## config.mk

```make
export PLATFORM = sky130hd
export DESIGN_NAME = region_table_overlap_guard
export DESIGN_NICKNAME = d
export VERILOG_FILES = /design/src/rtog_pkg.sv /design/src/region_table_overlap_guard.sv
export SDC_FILE = /design/constraint.sdc
export NUM_CORES = 2
export LEC_CHECK = 0
export BUFFER_PORTS_ARGS = -buffer_cell sky130_fd_sc_hd__buf_2
export CORE_ASPECT_RATIO = 0.5
export CORE_MARGIN = 2
export CORE_UTILIZATION = 35
export DETAILED_ROUTE_END_ITERATION = 12
export PLACE_DENSITY = 0.46
export SYNTH_ARGS = -nofsm -noshare
export SYNTH_HDL_FRONTEND = slang
export SYNTH_MEMORY_MAX_BITS = 65536
export SYNTH_SLANG_ARGS = --single-unit
export TNS_END_PERCENT = 1
```

## constraint.sdc

```tcl
create_clock -name clock -period 24.9 [get_ports clock]
set_input_delay 7.47 -clock clock [delete_from_list [all_inputs] [get_ports clock]]
set_output_delay 7.47 -clock clock [all_outputs]
set_load 0.02 [all_outputs]
```

## src/rtog_pkg.sv

```systemverilog
// ----------------------------------------------------------------------------
// region table overlap guard package
// request/response payload types, op codes and sequencer states
// ----------------------------------------------------------------------------
package rtog_pkg;

   localparam int unsigned ADDR_W = 64;

   typedef enum logic [2:0] {
      OP_ADD_MASTER   = 3'd0,
      OP_ADD_SLAVE    = 3'd1,
      OP_EN_MASTER    = 3'd2,
      OP_DIS_MASTER   = 3'd3,
      OP_EN_SLAVE     = 3'd4,
      OP_DIS_SLAVE    = 3'd5,
      OP_QUERY        = 3'd6,
      OP_CLEAR        = 3'd7
   } op_type;

   typedef struct packed {
      logic [2:0]        mode;
      logic [ADDR_W-1:0] range_start;
      logic [ADDR_W-1:0] range_size;
      logic              enable_at_once;
      logic [5:0]        slot_index;
      logic              skip_masters;
   } req_type;

   typedef struct packed {
      logic       ok;
      logic [5:0] result_index;
      logic       conflict_kind;
   } rsp_type;

   typedef enum logic [2:0] {
      ST_IDLE,
      ST_FETCH,
      ST_READ,
      ST_CMP,
      ST_POP,
      ST_DONE
   } state_type;

endpackage

```

## src/region_table_overlap_guard.sv

```systemverilog
// ----------------------------------------------------------------------------
// region table overlap guard
// two region tables with enabled lists and a serial overlap check
// ----------------------------------------------------------------------------
//  channel | ports                       | direction
//  req     | req_valid req_stall req_data | in
//  rsp     | rsp_valid rsp_stall rsp_data | out
//
// add, enable and clear go from fetch straight to done; disabling an
// enabled slot passes through pop. a query walks each enabled entry
// through fetch, read and compare (single compare unit, registered read).
// reset is synchronous and empties both tables at once via used/enabled bits.
// req_stall is high from acceptance until the response is taken.
module region_table_overlap_guard
   import rtog_pkg::*;
#(
   parameter int unsigned TABLE_SLOTS = 16
) (
   input  logic    clock,
   input  logic    reset,
   input  logic    req_valid,
   output logic    req_stall,
   input  req_type req_data,
   output logic    rsp_valid,
   input  logic    rsp_stall,
   output rsp_type rsp_data
);

   localparam int unsigned IW = (TABLE_SLOTS > 1) ? $clog2(TABLE_SLOTS) : 1;
   localparam int unsigned CW = $clog2(TABLE_SLOTS + 1);

   // memories, index bit is table: 0 master, 1 slave
   logic [ADDR_W-1:0] starts_mem [2**(IW+1)];
   logic [ADDR_W-1:0] sizes_mem  [2**(IW+1)];
   logic [IW-1:0]     order_mem  [2**(IW+1)];
   logic [IW-1:0]     pos_mem    [2**(IW+1)];

   logic [TABLE_SLOTS-1:0] used_ff [2];
   logic [TABLE_SLOTS-1:0] used_in [2];
   logic [TABLE_SLOTS-1:0] en_ff   [2];
   logic [TABLE_SLOTS-1:0] en_in   [2];
   logic [CW-1:0]          cnt_ff  [2];
   logic [CW-1:0]          cnt_in  [2];

   state_type state_ff, state_in;
   req_type   req_ff, req_in;
   rsp_type   rsp_ff, rsp_in;
   logic      tbl_ff, tbl_in;
   logic [CW-1:0] pos_ff, pos_in;
   logic [IW-1:0] idx_ff, idx_in;

   logic [ADDR_W-1:0] rd_start, rd_size;
   logic [IW-1:0]     rd_order, rd_pos;

   // write ports
   logic              wr_reg;
   logic [IW:0]       wr_reg_addr;
   logic              wr_ord;
   logic [IW:0]       wr_ord_addr;
   logic [IW-1:0]     wr_ord_data;
   logic              wr_pos;
   logic [IW:0]       wr_pos_addr;
   logic [IW-1:0]     wr_pos_data;
   logic [IW:0]       rd_ord_addr, rd_reg_addr, rd_pos_addr;

   logic              free_found;
   logic [IW-1:0]     free_slot;
   logic              slot_ok;
   logic [IW-1:0]     slot_i;
   logic              hit;
   logic [ADDR_W:0]   q_end, r_end;

   // ---- lowest free slot
   always_comb begin
      free_found = 1'b0;
      free_slot  = '0;
      for (int i = TABLE_SLOTS - 1; i >= 0; i--) begin
         if (!used_ff[req_ff.mode[0]][i]) begin
            free_found = 1'b1;
            free_slot  = IW'(i);
         end
      end
   end

   assign slot_ok = 32'(req_ff.slot_index) < TABLE_SLOTS;
   assign slot_i  = IW'(req_ff.slot_index);

   // ---- overlap compare unit, 65-bit ends catch wrap
   assign q_end = {1'b0, req_ff.range_start} + {1'b0, req_ff.range_size};
   assign r_end = {1'b0, rd_start} + {1'b0, rd_size};
   always_comb begin
      if (req_ff.range_size == '0 || rd_size == '0) hit = 1'b0;
      else if (q_end[ADDR_W] || r_end[ADDR_W]) hit = 1'b1;
      else hit = !(q_end[ADDR_W-1:0] <= rd_start ||
                   r_end[ADDR_W-1:0] <= req_ff.range_start);
   end

   // ---- next state
   always_comb begin
      state_in = state_ff;
      unique case (state_ff)
         ST_IDLE:  if (req_valid) state_in = ST_FETCH;
         ST_FETCH: begin
            priority if (req_ff.mode == OP_QUERY) begin
               if (pos_in < cnt_ff[tbl_in]) state_in = ST_READ;
               else if (!tbl_in) state_in = ST_FETCH;
               else state_in = ST_DONE;
            end else if ((req_ff.mode == OP_DIS_MASTER || req_ff.mode == OP_DIS_SLAVE)
                         && slot_ok && en_ff[tbl_ff][slot_i]) begin
               state_in = ST_POP;
            end else begin
               state_in = ST_DONE;
            end
         end
         ST_READ:  state_in = ST_CMP;
         ST_CMP: begin
            if (hit) state_in = ST_DONE;
            else state_in = ST_FETCH;
         end
         ST_POP:   state_in = ST_DONE;
         ST_DONE:  if (!rsp_stall) state_in = ST_IDLE;
         default:  state_in = ST_IDLE;
      endcase
   end

   // ---- datapath and table updates
   always_comb begin
      req_in = req_ff;
      rsp_in = rsp_ff;
      tbl_in = tbl_ff;
      pos_in = pos_ff;
      idx_in = idx_ff;
      used_in = used_ff;
      en_in = en_ff;
      cnt_in = cnt_ff;
      wr_reg = 1'b0;
      wr_reg_addr = {req_ff.mode[0], free_slot};
      wr_ord = 1'b0;
      wr_ord_addr = '0;
      wr_ord_data = '0;
      wr_pos = 1'b0;
      wr_pos_addr = '0;
      wr_pos_data = '0;
      rd_ord_addr = {tbl_ff, pos_ff[IW-1:0]};
      rd_pos_addr = {tbl_ff, slot_i};
      rd_reg_addr = {tbl_ff, rd_order};
      unique case (state_ff)
         ST_IDLE: begin
            if (req_valid) begin
               req_in = req_data;
               rsp_in = '0;
               pos_in = '0;
               unique case (op_type'(req_data.mode))
                  OP_EN_SLAVE, OP_DIS_SLAVE: tbl_in = 1'b1;
                  OP_QUERY:  tbl_in = req_data.skip_masters;
                  default:   tbl_in = 1'b0;
               endcase
            end
         end
         ST_FETCH: begin
            unique case (op_type'(req_ff.mode))
               OP_ADD_MASTER, OP_ADD_SLAVE: begin
                  if (free_found) begin
                     wr_reg = 1'b1;
                     used_in[req_ff.mode[0]][free_slot] = 1'b1;
                     rsp_in.ok = 1'b1;
                     rsp_in.result_index = 6'(free_slot);
                     if (req_ff.enable_at_once) begin
                        en_in[req_ff.mode[0]][free_slot] = 1'b1;
                        cnt_in[req_ff.mode[0]] = cnt_ff[req_ff.mode[0]] + 1'b1;
                        wr_ord = 1'b1;
                        wr_ord_addr = {req_ff.mode[0], cnt_ff[req_ff.mode[0]][IW-1:0]};
                        wr_ord_data = free_slot;
                        wr_pos = 1'b1;
                        wr_pos_addr = {req_ff.mode[0], free_slot};
                        wr_pos_data = cnt_ff[req_ff.mode[0]][IW-1:0];
                     end
                  end
               end
               OP_EN_MASTER, OP_EN_SLAVE: begin
                  if (slot_ok && used_ff[tbl_ff][slot_i]) begin
                     rsp_in.ok = 1'b1;
                     if (!en_ff[tbl_ff][slot_i]) begin
                        en_in[tbl_ff][slot_i] = 1'b1;
                        cnt_in[tbl_ff] = cnt_ff[tbl_ff] + 1'b1;
                        wr_ord = 1'b1;
                        wr_ord_addr = {tbl_ff, cnt_ff[tbl_ff][IW-1:0]};
                        wr_ord_data = slot_i;
                        wr_pos = 1'b1;
                        wr_pos_addr = {tbl_ff, slot_i};
                        wr_pos_data = cnt_ff[tbl_ff][IW-1:0];
                     end
                  end
               end
               OP_DIS_MASTER, OP_DIS_SLAVE: begin
                  rsp_in.ok = slot_ok;
                  // fetch the last list entry for the swap
                  rd_ord_addr = {tbl_ff, IW'(cnt_ff[tbl_ff] - 1'b1)};
               end
               OP_QUERY: begin
                  // master list exhausted, move on to slaves
                  if (pos_ff >= cnt_ff[tbl_ff] && !tbl_ff) begin
                     tbl_in = 1'b1;
                     pos_in = '0;
                  end
                  rd_ord_addr = {tbl_in, pos_in[IW-1:0]};
               end
               default: begin
                  for (int t = 0; t < 2; t++) begin
                     used_in[t] = '0;
                     en_in[t] = '0;
                     cnt_in[t] = '0;
                  end
                  rsp_in.ok = 1'b1;
               end
            endcase
         end
         ST_READ: begin
            idx_in = rd_order;
         end
         ST_CMP: begin
            pos_in = pos_ff + 1'b1;
            if (hit) begin
               rsp_in.ok = 1'b1;
               rsp_in.result_index = 6'(idx_ff);
               rsp_in.conflict_kind = tbl_ff;
            end
         end
         ST_POP: begin
            // rd_order holds the moved slot, rd_pos the freed position
            if (32'(rd_pos) != 32'(cnt_ff[tbl_ff]) - 1) begin
               wr_ord = 1'b1;
               wr_ord_addr = {tbl_ff, rd_pos};
               wr_ord_data = rd_order;
               wr_pos = 1'b1;
               wr_pos_addr = {tbl_ff, rd_order};
               wr_pos_data = rd_pos;
            end
            cnt_in[tbl_ff] = cnt_ff[tbl_ff] - 1'b1;
            en_in[tbl_ff][slot_i] = 1'b0;
         end
         default: ;
      endcase
   end

   // ---- memories
   always_ff @(posedge clock) begin
      if (wr_reg) begin
         starts_mem[wr_reg_addr] <= req_ff.range_start;
         sizes_mem[wr_reg_addr]  <= req_ff.range_size;
      end
      if (wr_ord) order_mem[wr_ord_addr] <= wr_ord_data;
      if (wr_pos) pos_mem[wr_pos_addr] <= wr_pos_data;
      rd_order <= order_mem[rd_ord_addr];
      rd_pos   <= pos_mem[rd_pos_addr];
      rd_start <= starts_mem[rd_reg_addr];
      rd_size  <= sizes_mem[rd_reg_addr];
   end

   // ---- registers
   always_ff @(posedge clock) begin
      if (reset) begin
         state_ff <= ST_IDLE;
         for (int t = 0; t < 2; t++) begin
            used_ff[t] <= '0;
            en_ff[t]   <= '0;
            cnt_ff[t]  <= '0;
         end
         tbl_ff <= 1'b0;
         pos_ff <= '0;
      end else begin
         state_ff <= state_in;
         used_ff  <= used_in;
         en_ff    <= en_in;
         cnt_ff   <= cnt_in;
         tbl_ff   <= tbl_in;
         pos_ff   <= pos_in;
      end
      req_ff <= req_in;
      rsp_ff <= rsp_in;
      idx_ff <= idx_in;
   end

   // ---- outputs
   always_comb begin
      req_stall = (state_ff != ST_IDLE);
      rsp_valid = (state_ff == ST_DONE);
      rsp_data  = rsp_ff;
   end

`ifndef SYNTHESIS
   a_cnt_match_m: assert property (@(posedge clock) disable iff (reset)
      32'(cnt_ff[0]) == $countones(en_ff[0]))
      else $error("master list count differs from enabled bits");
   a_cnt_match_s: assert property (@(posedge clock) disable iff (reset)
      32'(cnt_ff[1]) == $countones(en_ff[1]))
      else $error("slave list count differs from enabled bits");
   a_en_used: assert property (@(posedge clock) disable iff (reset)
      ((en_ff[0] & ~used_ff[0]) == '0) && ((en_ff[1] & ~used_ff[1]) == '0))
      else $error("enabled slot not in use");
   a_rsp_hold: assert property (@(posedge clock) disable iff (reset)
      rsp_valid && rsp_stall |=> rsp_valid && $stable(rsp_data))
      else $error("response dropped while stalled");
`endif

endmodule
```

==> impl_metrics.tcl <==
set metrics [dict create \
    cts-root-buf "clkbuf_16" \
    drt_iter0_drc 12180 \
    finalNetCount 10352 \
    synthCells 9433 \
    cts.hold.buffers_added 0 \
    synth-seq-cells 4719 \
    violations "capacitance limit" \
    cts.clk_slew.worst_paths_ps 60 \
    rows 190 \
    routed_via_density 5.65 \
    powerDensity_nw_per_um2 101 \
    dp_worst_setup_slack_ps 14430 \
    synth.avg_cell_area_sq_um 20.0 \
    slowest_stage "dfxtp_1" \
    path_cells "and3b_1 -> buf_2" \
    setup_slack_ps 15280 \
    finalCritPeriodShare_pct 38.7 \
    clk_path_buf_depth 5 \
    relSlewSlack_pct 0.184 \
    core_area_sq_um 537000 \
    layout_common_cells "4500 x edfxtp_1, 1328 x mux4_2, 666 x nand2_1, 448 x clkbuf_16, 352 x buf_4" \
    critPathRequiredTime_ps 17430 \
    finalInstanceArea_sq_um 215000 \
    grt_max_degree 98 \
    gr-total-overflow 0 \
    synth-edff-count 4500 \
    io_pins 153 \
    clock-sinks 4719 \
    cp_top_family "flip-flops" \
    end_kind "primary output" \
    grt_pass1_wl_um 813000 \
    maxSlewViolCount 0 \
    p_leak_nw 68.3 \
    vias 98925 \
    whs_ps 510 \
    finalHoldViolCount 0 \
    grt_pass1_vias 98009 \
    status "finished with violations" \
    drv_cap 1 \
    fin_skew_ps 98.4 \
    utilization_pct 40.0 \
    antenna_found_initial 61 \
    synth_cell_types 96 \
    h-tree-depth 5 \
    hp-class "reg2reg" \
    nFillCells 48052 \
    path_class "reg2out" \
    drive_gt1_share_pct 24.9 \
    die_h_um 524 \
    cts_tree "done" \
    ant_nets 0 \
    first_pass_iters 6 \
    cts_resized 0 \
    ys.flop_type "edfxtp_1" \
    clock_latency_ps 1120 \
    placed_cell_area_sq_um 200000 \
    async_flop_share_pct 0 \
    setup_viol 0 \
    cts_made_buffers 445 \
    finalWirelength_um 592000 \
    grt_usage_pct 21.3 \
    vdd_drop_max_uv 67.1 \
    port_buffers 150 \
    critPathBufInv 1 \
    yosysWarnings 0 \
    routabilityCongestion 0.857 \
    cp-start-kind "register" \
    ys_seq_area_share_pct 73.8 \
    die-width_um 1040 \
    min_period_ps 9620 \
    worstPathArrival_ps 2150 \
    cts_setup_buffers 0 \
    die-area_sq_um 546000 \
    cp_max_fo 20 \
    mostFrequentLayoutCell "edfxtp_1" \
    synth.cell_area_sq_um 189000 \
    fin_setup_tns_ps 0 \
    max_stage_delay_ps 700 \
    initial_core_util_pct 35.2 \
    wire_per_inst_um 33.8 \
    post-dp-hpwl_um 340000 \
    rsz0062_at_grt "false" \
    drc_errors 0 \
    area_growth_pct 13.5 \
    max_freq_ghz 0.104 \
    worst_pin_slew_ps 1480 \
]
kinds of logic (layout without fill, tap and decap cells):
logic type,Yosys count,after routing,synth area share [%]
flip-flops,4719,4719,73.8
AND/OR/NAND/NOR,1405,1405,3.32
multiplexers,1380,1380,16.1
AO/OA/AOI/OAI,868,868,2.97
buffers and inverters,649,1509,1.33
adder cells (fa/ha/maj),271,271,1.80
XOR/XNOR,140,140,0.653
other,1,14,0.00198
flip-flops by register name (all words and copies together) (netlist names):
signal       count
rd_size         64
tbl_ff           1
state_ff         3
en_ff           32
pos_mem        128
rd_order         4
pos_ff           5
sizes_mem     2048
used_ff         32
rd_pos           4
req_ff         134
order_mem      128
rd_pos_addr      4
idx_ff           4
rd_start        64
cnt_ff          10
starts_mem    2048
rsp_data         6
report_power, final:
group          switching [mW]  internal [mW]
Sequential              0.346           8.93
Combinational            3.08           2.36
Clock                    3.06           3.77
metal layers:
metal	GRT usage, %	routed length (um)	share of wire, %	up-vias
met4	3.41	8800	1.5	2
met5	0	8	0.0014	-
li1	-	-	-	39974
met1	33.7	285000	48	54886
met3	2.95	37200	6.3	607
met2	31.9	261000	44	3456
cell usage after synthesis (26+ instances only):
cell | n | area share (%)
a31oi_1 | 45 | 0.15
dfxtp_1 | 219 | 2.3
o211ai_1 | 26 | 0.10
a211oi_1 | 44 | 0.17
a21oi_1 | 248 | 0.66
buf_1 | 82 | 0.16
nand3_1 | 109 | 0.29
xor2_1 | 49 | 0.23
o22ai_1 | 41 | 0.14
o21ai_0 | 166 | 0.44
a21o_1 | 74 | 0.29
nor2_1 | 296 | 0.59
buf_2 | 28 | 0.074
nor3_1 | 45 | 0.12
edfxtp_1 | 4500 | 71
o21bai_1 | 34 | 0.14
inv_1 | 182 | 0.36
nand2_1 | 666 | 1.3
nor2b_1 | 30 | 0.099
nand4_1 | 71 | 0.24
mux4_2 | 1328 | 16
ha_1 | 269 | 1.8
nand2b_1 | 34 | 0.11
mux2i_1 | 48 | 0.25
clkbuf_1 | 349 | 0.69
xnor2_1 | 90 | 0.42
nor4_1 | 47 | 0.16
worst paths after layout:
kind,start,to,slack (ps),depth (start not counted)
setup / recovery,state_ff[1],rsp_valid,15280,2
hold / removal,en_ff[27],en_ff[27],510,2
setup reg to reg,req_ff[8],rsp_data[4],17050,25
hold reg to reg,en_ff[27],en_ff[27],510,2
stage by stage:
step	total power [mW]	cells
floorplan	13.0	9434
global placement	14.9	16690
detailed placement	14.9	16691
CTS	21.8	17494
global route	22.5	17498
finish	21.6	17506
worst reg2reg max path: cells and delay by family, from the launching register on:
kind	cells	cell delay (ps)
fa+ha+maj	3	1040
buf+inv	2	540
xor+xnor	1	90
flops	1	430
simple gates	4	1240
compound gates	15	4140
final cells by class:
cell class	count	area [sq um]	share of cell area, %
inverter	184	706	0.329
clock buffer	579	11900	5.56
antenna	12	30.0	0.0140
clock inverter	224	2210	1.03
tap	7200	9010	4.20
sequential	4719	140000	65.0
multi-input combinational	4066	47300	22.0
timing repair buffer	522	3790	1.77
Note: power is estimated with default switching activity, not from simulation.
